[src/hdl/wsfr_pkg.sv]
// Shared types and codes for the WebSocket frame receiver.
// No dependencies; every other file of the block imports this package.
package wsfr_pkg;

	localparam int unsigned BYTE_W = 8;
	localparam int unsigned KIND_W = 3;
	localparam int unsigned MAXP_W = 31;
	localparam int unsigned LEN_W  = 64;
	localparam int unsigned KEY_W  = 32;

	localparam logic [MAXP_W-1:0] MAX_PAYLOAD_RST = MAXP_W'(16384);

	// Result kinds
	localparam logic [KIND_W-1:0] KIND_BYTE      = 3'd0;
	localparam logic [KIND_W-1:0] KIND_EMPTY     = 3'd1;
	localparam logic [KIND_W-1:0] KIND_CLOSE     = 3'd2;
	localparam logic [KIND_W-1:0] KIND_CTRL_LONG = 3'd3;
	localparam logic [KIND_W-1:0] KIND_DATA_LONG = 3'd4;

	typedef struct packed {
		logic [KIND_W-1:0] kind;
		logic [BYTE_W-1:0] payload_byte;
		logic              last;
	} wsfr_result_t;

	typedef struct packed {
		logic err;         // error reported, stream frozen
		logic in_payload;  // data frame payload in progress
	} wsfr_status_t;

endpackage

[src/hdl/wsfr_byte_if.sv]
// Valid/ready channel carrying one received link byte per request.
// Depends on wsfr_pkg.
interface wsfr_byte_if import wsfr_pkg::*; ();
	logic              valid;
	logic              ready;
	logic [BYTE_W-1:0] rx_byte;

	modport source (output valid, output rx_byte, input ready);
	modport sink   (input valid, input rx_byte, output ready);
endinterface

[src/hdl/wsfr_result_if.sv]
// Valid/ready channel carrying one receiver result per request.
// Depends on wsfr_pkg.
interface wsfr_result_if import wsfr_pkg::*; ();
	logic              valid;
	logic              ready;
	logic [KIND_W-1:0] kind;
	logic [BYTE_W-1:0] payload_byte;
	logic              last;

	modport source (output valid, output kind, output payload_byte, output last, input ready);
	modport sink   (input valid, input kind, input payload_byte, input last, output ready);
endinterface

[src/hdl/websocket_frame_receiver.sv]
// Top level of the WebSocket frame receiver: input stage, parser, result register.
// Depends on wsfr_pkg, wsfr_byte_if, wsfr_result_if and wsfr_parser.
//
// The receiver takes the link byte stream on rx, one byte per request, and
// parses RFC 6455 frame headers: opcode, mask bit, 7-bit length with the
// optional 16-bit or 64-bit big-endian extension, and the optional 4-byte
// mask key. Payload bytes of data frames (opcode 0 to 7) leave on tx unmasked,
// kind 0, with last set on the final byte; a zero-length data frame gives one
// kind 1 marker with last set. Ping, pong and other control payloads are
// swallowed. A close frame (kind 2), a control payload over 125 bytes (kind 3)
// or a data payload over max_payload (kind 4) is reported once, on the byte
// that completes the header, and every later byte is then taken and ignored
// until arst_n. The block sustains one byte per clock while tx keeps up:
// each byte passes through an input register and combinational parser
// logic into the result register, which drives tx, and rx stalls only while
// the result register is full and tx is not ready. max_payload is written
// through cfg_we/cfg_data (reset 16384) and must be changed only while the
// receiver is idle. No clearing pass follows reset.
module websocket_frame_receiver import wsfr_pkg::*; (
	input  logic               clk,
	input  logic               arst_n,
	wsfr_byte_if.sink          rx,
	wsfr_result_if.source      tx,
	input  logic               cfg_we,
	input  logic [MAXP_W-1:0]  cfg_data
);

	logic [MAXP_W-1:0] max_payload_q;
	logic              valid_s1;
	logic [BYTE_W-1:0] byte_s1;
	logic              out_valid_q;
	wsfr_result_t      out_q;
	logic              advance;
	logic              step;
	logic              res_valid;
	wsfr_result_t      res;
	wsfr_status_t      status;

	// Result register is free when empty or being drained this cycle.
	assign advance  = !out_valid_q || tx.ready;
	// Parse the held byte whenever its result (if any) has a place to go.
	assign step     = valid_s1 && advance;
	assign rx.ready = !valid_s1 || advance;

	// Hold the limit; write only when idle.
	always_ff @(posedge clk or negedge arst_n) begin
		if (!arst_n) begin
			max_payload_q <= MAX_PAYLOAD_RST;
		end else if (cfg_we) begin
			max_payload_q <= cfg_data;
		end
	end

	// Input stage: take a new request whenever the held one moves on.
	always_ff @(posedge clk or negedge arst_n) begin
		if (!arst_n) begin
			valid_s1 <= 1'b0;
		end else if (rx.ready) begin
			valid_s1 <= rx.valid;
		end
	end

	always_ff @(posedge clk) begin
		if (rx.ready && rx.valid) begin
			byte_s1 <= rx.rx_byte;
		end
	end

	wsfr_parser u_parser (
		.clk         (clk),
		.arst_n      (arst_n),
		.step        (step),
		.rx_byte     (byte_s1),
		.max_payload (max_payload_q),
		.res_valid   (res_valid),
		.res         (res),
		.status      (status)
	);

	// Result register: load a new result or drop the drained one.
	always_ff @(posedge clk or negedge arst_n) begin
		if (!arst_n) begin
			out_valid_q <= 1'b0;
		end else if (advance) begin
			out_valid_q <= step && res_valid;
		end
	end

	always_ff @(posedge clk) begin
		if (step && res_valid) begin
			out_q <= res;
		end
	end

	assign tx.valid        = out_valid_q;
	assign tx.kind         = out_q.kind;
	assign tx.payload_byte = out_q.payload_byte;
	assign tx.last         = out_q.last;

	// Once an error is reported the parser stays frozen.
	a_err_sticky: assert property (@(posedge clk) disable iff (!arst_n)
		status.err |=> status.err)
		else $error("error state left before reset");

	// No result is produced after an error.
	a_err_silent: assert property (@(posedge clk) disable iff (!arst_n)
		status.err |-> !res_valid)
		else $error("result produced after error");

	// Payload bytes come only from the payload phase.
	a_byte_in_payload: assert property (@(posedge clk) disable iff (!arst_n)
		(res_valid && res.kind == KIND_BYTE) |-> status.in_payload)
		else $error("payload byte outside data phase");

	// An empty marker always carries last; error reports never do.
	a_last_kind: assert property (@(posedge clk) disable iff (!arst_n)
		(tx.valid && tx.kind != KIND_BYTE) |-> (tx.last == (tx.kind == KIND_EMPTY)))
		else $error("last flag inconsistent with kind");

	// With an empty result register the input is never stalled.
	a_no_false_stall: assert property (@(posedge clk) disable iff (!arst_n)
		!out_valid_q |-> rx.ready)
		else $error("input stalled with free result register");

endmodule

[src/hdl/wsfr_parser.sv]
// Frame header parser, length tracker and unmasking for one byte per cycle while step is high.
// Depends on wsfr_pkg.
module wsfr_parser import wsfr_pkg::*; (
	input  logic               clk,
	input  logic               arst_n,
	input  logic               step,
	input  logic [BYTE_W-1:0]  rx_byte,
	input  logic [MAXP_W-1:0]  max_payload,
	output logic               res_valid,
	output wsfr_result_t       res,
	output wsfr_status_t       status
);

	localparam logic [2:0] PH_HDR0  = 3'd0;
	localparam logic [2:0] PH_HDR1  = 3'd1;
	localparam logic [2:0] PH_EXT16 = 3'd2;
	localparam logic [2:0] PH_EXT64 = 3'd3;
	localparam logic [2:0] PH_MASK  = 3'd4;
	localparam logic [2:0] PH_DATA  = 3'd5;
	localparam logic [2:0] PH_DROP  = 3'd6;
	localparam logic [2:0] PH_ERROR = 3'd7;

	localparam logic [6:0] LEN7_EXT16 = 7'd126;
	localparam logic [6:0] LEN7_EXT64 = 7'd127;
	localparam logic [6:0] CTRL_MAX   = 7'd125;
	localparam logic [3:0] OPC_CLOSE  = 4'h8;

	logic [2:0]       phase_q, phase_n;
	logic [3:0]       opc_q, opc_n;
	logic             mask_q, mask_n;
	logic [LEN_W-1:0] len_q, len_n;
	logic [2:0]       cnt_q, cnt_n;
	logic [KEY_W-1:0] key_q, key_n;
	logic [1:0]       kidx_q, kidx_n;
	logic             len_done, hdr_done;
	logic [BYTE_W-1:0] key_byte;

	always_comb begin
		case (kidx_q)
			2'd0:    key_byte = key_q[31:24];
			2'd1:    key_byte = key_q[23:16];
			2'd2:    key_byte = key_q[15:8];
			default: key_byte = key_q[7:0];
		endcase
	end

	always_comb begin
		phase_n   = phase_q;
		opc_n     = opc_q;
		mask_n    = mask_q;
		len_n     = len_q;
		cnt_n     = cnt_q;
		key_n     = key_q;
		kidx_n    = kidx_q;
		len_done  = 1'b0;
		hdr_done  = 1'b0;
		res_valid = 1'b0;
		res       = '{kind: KIND_BYTE, payload_byte: '0, last: 1'b0};

		case (phase_q)
			PH_HDR0: begin
				opc_n   = rx_byte[3:0];
				phase_n = PH_HDR1;
			end
			PH_HDR1: begin
				mask_n = rx_byte[7];
				cnt_n  = '0;
				len_n  = '0;
				if (rx_byte[6:0] == LEN7_EXT16) begin
					phase_n = PH_EXT16;
				end else if (rx_byte[6:0] == LEN7_EXT64) begin
					phase_n = PH_EXT64;
				end else begin
					len_n    = LEN_W'(rx_byte[6:0]);
					len_done = 1'b1;
				end
			end
			PH_EXT16, PH_EXT64: begin
				len_n = {len_q[LEN_W-BYTE_W-1:0], rx_byte};
				cnt_n = cnt_q + 3'd1;
				if (cnt_q == ((phase_q == PH_EXT16) ? 3'd1 : 3'd7)) begin
					len_done = 1'b1;
				end
			end
			PH_MASK: begin
				key_n = {key_q[KEY_W-BYTE_W-1:0], rx_byte};
				cnt_n = cnt_q + 3'd1;
				if (cnt_q == 3'd3) begin
					cnt_n    = '0;
					hdr_done = 1'b1;
				end
			end
			PH_DATA: begin
				kidx_n    = kidx_q + 2'd1;
				len_n     = len_q - LEN_W'(1);
				res_valid = 1'b1;
				res.payload_byte = rx_byte ^ key_byte;
				if (len_q == LEN_W'(1)) begin
					res.last = 1'b1;
					phase_n  = PH_HDR0;
				end
			end
			PH_DROP: begin
				len_n = len_q - LEN_W'(1);
				if (len_q == LEN_W'(1)) begin
					phase_n = PH_HDR0;
				end
			end
			default: begin
			end
		endcase

		// length complete: fetch the key or judge the frame now
		if (len_done) begin
			cnt_n = '0;
			key_n = '0;
			if (mask_n) begin
				phase_n = PH_MASK;
			end else begin
				hdr_done = 1'b1;
			end
		end

		if (hdr_done) begin
			kidx_n = '0;
			if (opc_q[3]) begin
				if (opc_q == OPC_CLOSE) begin
					phase_n   = PH_ERROR;
					res_valid = 1'b1;
					res.kind  = KIND_CLOSE;
				end else if (len_n[LEN_W-1:7] != '0 || len_n[6:0] > CTRL_MAX) begin
					phase_n   = PH_ERROR;
					res_valid = 1'b1;
					res.kind  = KIND_CTRL_LONG;
				end else begin
					phase_n = (len_n == '0) ? PH_HDR0 : PH_DROP;
				end
			end else if (len_n[LEN_W-1:MAXP_W] != '0 || len_n[MAXP_W-1:0] > max_payload) begin
				phase_n   = PH_ERROR;
				res_valid = 1'b1;
				res.kind  = KIND_DATA_LONG;
			end else if (len_n == '0) begin
				phase_n   = PH_HDR0;
				res_valid = 1'b1;
				res.kind  = KIND_EMPTY;
				res.last  = 1'b1;
			end else begin
				phase_n = PH_DATA;
			end
		end
	end

	always_ff @(posedge clk or negedge arst_n) begin
		if (!arst_n) begin
			phase_q <= PH_HDR0;
			opc_q   <= '0;
			mask_q  <= 1'b0;
			len_q   <= '0;
			cnt_q   <= '0;
			key_q   <= '0;
			kidx_q  <= '0;
		end else if (step) begin
			phase_q <= phase_n;
			opc_q   <= opc_n;
			mask_q  <= mask_n;
			len_q   <= len_n;
			cnt_q   <= cnt_n;
			key_q   <= key_n;
			kidx_q  <= kidx_n;
		end
	end

	assign status.err        = (phase_q == PH_ERROR);
	assign status.in_payload = (phase_q == PH_DATA);

endmodule

[src/flat_wrapper.sv]
// flat-port wrapper written by rule: the top's interface ports become plain ports
module websocket_frame_receiver_flat import wsfr_pkg::*;
  (clk, arst_n, cfg_we, cfg_data, rx_valid, rx_rx_byte, rx_ready, tx_valid, tx_kind, tx_payload_byte, tx_last, tx_ready);
  wsfr_byte_if rx_i ();
  wsfr_result_if tx_i ();
  input  logic clk;
  input  logic arst_n;
  input  logic cfg_we;
  input  logic [MAXP_W-1:0] cfg_data;
  input wire logic [$bits(rx_i.valid)-1:0] rx_valid;
  input wire logic [$bits(rx_i.rx_byte)-1:0] rx_rx_byte;
  output wire logic [$bits(rx_i.ready)-1:0] rx_ready;
  output wire logic [$bits(tx_i.valid)-1:0] tx_valid;
  output wire logic [$bits(tx_i.kind)-1:0] tx_kind;
  output wire logic [$bits(tx_i.payload_byte)-1:0] tx_payload_byte;
  output wire logic [$bits(tx_i.last)-1:0] tx_last;
  input wire logic [$bits(tx_i.ready)-1:0] tx_ready;
  assign rx_i.valid = rx_valid;
  assign rx_i.rx_byte = rx_rx_byte;
  assign rx_ready = rx_i.ready;
  assign tx_valid = tx_i.valid;
  assign tx_kind = tx_i.kind;
  assign tx_payload_byte = tx_i.payload_byte;
  assign tx_last = tx_i.last;
  assign tx_i.ready = tx_ready;
  websocket_frame_receiver u_core (.clk(clk), .arst_n(arst_n), .rx(rx_i), .tx(tx_i), .cfg_we(cfg_we), .cfg_data(cfg_data));
endmodule
[config.mk]
export PLATFORM = sky130hd
export DESIGN_NAME = websocket_frame_receiver_flat
export DESIGN_NICKNAME = d
export VERILOG_FILES = /design/src/hdl/wsfr_pkg.sv /design/src/hdl/wsfr_byte_if.sv /design/src/hdl/wsfr_result_if.sv /design/src/hdl/websocket_frame_receiver.sv /design/src/hdl/wsfr_parser.sv /design/src/flat_wrapper.sv
export SDC_FILE = /design/constraint.sdc
export NUM_CORES = 1
export LEC_CHECK = 0
export ABC_AREA = 1
export BUFFER_PORTS_ARGS = -buffer_cell sky130_fd_sc_hd__buf_2
export CORE_ASPECT_RATIO = 0.6
export CORE_MARGIN = 10
export CORE_UTILIZATION = 63
export CTS_CLUSTER_DIAMETER = 60
export CTS_CLUSTER_SIZE = 20
export DETAILED_ROUTE_END_ITERATION = 8
export GPL_TIMING_DRIVEN = 0
export HOLD_SLACK_MARGIN = 0.03
export PLACE_DENSITY_LB_ADDON = 0.1
export SLEW_MARGIN = 20
export SYNTH_ARGS = -nofsm -noshare
export SYNTH_HDL_FRONTEND = slang
export SYNTH_SLANG_ARGS = --single-unit
[constraint.sdc]
create_clock -name clk -period 4.63 [get_ports clk]
set_input_delay 0.463 -clock clk [delete_from_list [all_inputs] [get_ports clk]]
set_output_delay 0.463 -clock clk [all_outputs]
set_load 0.05 [all_outputs]
==> metrics.csv <==
metric,value,unit
status,"finished, violations left",
failing checks,hold timing,
Max Slew Vio Count,0,
DRT iter0 DRCs,2094,
# port buffers,56,
Hold Fails Final Rpt,1,
setup violators final,0,
Area contributors post-synth,"dfrtp_1, nand2_1, inv_1, nor2_1, o21ai_0",
GRT Resource Usage Total,0.329,
CTS tree,built,
Slew @ Worst Pin,0.816,ns
RePlAce Congestion,1.01,
Yosys cell types,53,
io pins,58,
die area,24300,µm²
H-tree depth,4,
Worst slew margin,0.451,
CTS buffer count,17,
clock sinks,162,
total inserted antenna cells,0,
"Cell Count, Final, Fillers Out",2033,
Max Freq,228,MHz
# DRC,0,
Cells after Synth,1703,
post-synthesis register bit count,162,
dpl cell area,12200,µm²
Setup Crit Path Kind,reg2reg,
Core ar.,18000,µm²
Max Cap Violations,0,
"EDFF count, synth",20,
setup_tns,0,ns
Final Power,11.2,mW
first-pass GRT wire length,63.7,mm
most frequent cells in the layout,"nand2_1, inv_1, nor2_1",
DR vias/cell,6.09,
syn_area_per_cell,6.78,µm²
Die W,195,µm
CP endpoint kind,flip-flop,
critical path arrival,4.61,ns
fin nets,1864,
root buffer cell,clkbuf_16,
area share of the largest cell type after synthesis,0.305,
largest net degree at the start of global routing,90,
clock tree buffer depth,2,
vias in the first global route,11553,
Synth area leader,dfrtp_1,
Netlist Area Pre-Place,11600,µm²
share of layout cells above drive strength 1,0.110,
starting density of the core,0.641,
syn nets,1787,
"CTS clk-pin slew, worst paths",0.08,ns
hpwl dp,30.8,mm
worst skew pair latency,0.46,ns
WL/cell,20.1,µm
"IR drop worst, VDD",0.501,mV
RSZ-0062 raised after global routing,false,
"Design Area, Final",12800,µm²
async set or reset register ratio after synthesis,0.877,
Hold Crit Class,in2async,
# rows,38,
final hold slack,-0.000387,ns
Die Y,125,µm
period utilisation layout,0.949,
Worst Skew,0.0121,ns
Period minus WS final,4.39,ns
initial antenna violation count,0,
ys flop type,dfrtp_1,
post-route ant nets,0,
Power Dens Cells,879,nW/µm²
register area share after synthesis,0.360,
placed insts,2000,
Fillers,1471,
hold buffer count at CTS,0,
"commonest non-fill, non-tap cell in the layout",nand2_1,
number of synthesis warnings,0,
Leakage,6.46,nW
Routed WL,40.9,mm
CP startpoint kind,flip-flop,
via count,12388,
global route total overflow,0,
"critical path fanouts, max",12,
area grow syn2layout,10.6,%
Initial DRT Pass Iterations,8,
Required @ worst endpoint,4.85,ns
==> cells in the mapped netlist, types with 11 or more instances <==
library cell  number
o22ai_1           45
o31ai_1           14
a21oi_1           38
clkbuf_1          29
o21ai_0          163
nand2_1          459
nand3_1          143
dfrtp_1          141
nor3_1            11
inv_2             11
ha_1              40
nand4_1           20
nor2_1           219
inv_1            221
edfxtp_1          20
nor2_2            23
==> report_power, final <==
group          internal, mW  switching (mW)  total, mW
sequential             1.88           0.447       2.33
clock                 0.730           0.705       1.44
combinational          2.09            5.38       7.47
==> area by class of cell <==
type / count / area [µm²] / share of cell area
Inverter: 236 / 895 / 0.0700
Buffer: 49 / 260 / 0.0204
Sequential cell: 162 / 4160 / 0.325
Multi-Input combinational cell: 1256 / 6260 / 0.490
Tap cell: 240 / 300 / 0.0235
Timing Repair Buffer: 58 / 338 / 0.0264
Clock buffer: 18 / 439 / 0.0344
Clock inverter: 14 / 134 / 0.0105
==> per-stage QoR <==
stage / setup WS [ns] / util
3_3_place_gp: 0.275 / 0.673
4_1_cts: 0.131 / 0.707
6_report: 0.235 / 0.709
2_1_floorplan: 1.39 / -
5_1_grt: 0.0709 / 0.709
3_5_place_dp: 0.193 / 0.675
==> layer usage <==
layer / global-route usage / vias up / routed length (µm)
met3: 0.115 / 113 / 6570
met5: 0 / - / 0
met1: 0.471 / 5664 / 16800
met4: 0.102 / 0 / 1140
met2: 0.450 / 925 / 16400
li1: - / 5686 / -
==> critical path: stages (launching register included) <==
cell and delay, ns:
dfrtp_1 0.45, inv_1 0.14, ha_2 0.29, nand2_2 0.16, nor2_1 0.15, nand3_1 0.14
nor2_2 0.26, nand3_1 0.11, nand3_1 0.08, nand3_1 0.20, ha_1 0.39, nand4_1 0.17
nor3_1 0.60, nand3_1 0.14, nand2_1 0.18, nand4_1 0.12, nand3_1 0.23, clkinvlp_4 0.17
buf_12 0.17
==> worst paths after layout <==
check,cells past startpoint,slack [ns],startpoint,endpoint
worst max register to register,18,0.24,u_core.u_parser.len_q[1],u_core.tx.kind[1]
worst min register to register,2,0.49,u_core.u_parser.key_q[26],u_core.u_parser.key_q[26]
worst min-delay path,1,-0.0004,arst_n,u_core.u_parser.key_q[20]
max in group asynchronous,2,3.88,arst_n,u_core.u_parser.len_q[43]
min in group clk,1,0.19,rx_rx_byte[3],u_core.byte_s1[3]
worst max-delay path,18,0.24,u_core.u_parser.len_q[1],u_core.tx.kind[1]
==> cells by family after synthesis <==
group | count (synthesis) | synth area share
DFF | 162 | 0.360
adders and majority gates | 40 | 0.0433
and+or+nand+nor | 926 | 0.354
AOI/OAI and AO/OA | 287 | 0.141
buffers and inverters | 285 | 0.0996
xor gates and xnor gates | 1 | 0.000758
muxes | 2 | 0.00184
==> flip-flops by register name (all words and copies together) (netlist names), 2 cells and up <==
name,cells
u_core.byte_s1,8
u_core.tx.kind,3
u_core.max_payload_q,31
u_core.u_parser.cnt_q,3
u_core.tx.payload_byte,8
u_core.u_parser.key_q,32
u_core.u_parser.phase_q,3
u_core.u_parser.opc_q,4
u_core.u_parser.len_q,64
u_core.u_parser.kidx_q,2
==> what timing repair did <==
action / CTS / global route
setup buffers: 0 / 1
endpoints found under the setup margin: 0 / 12
resized for setup: 0 / 3
No activity file was read; power rests on OpenSTA's default activity.
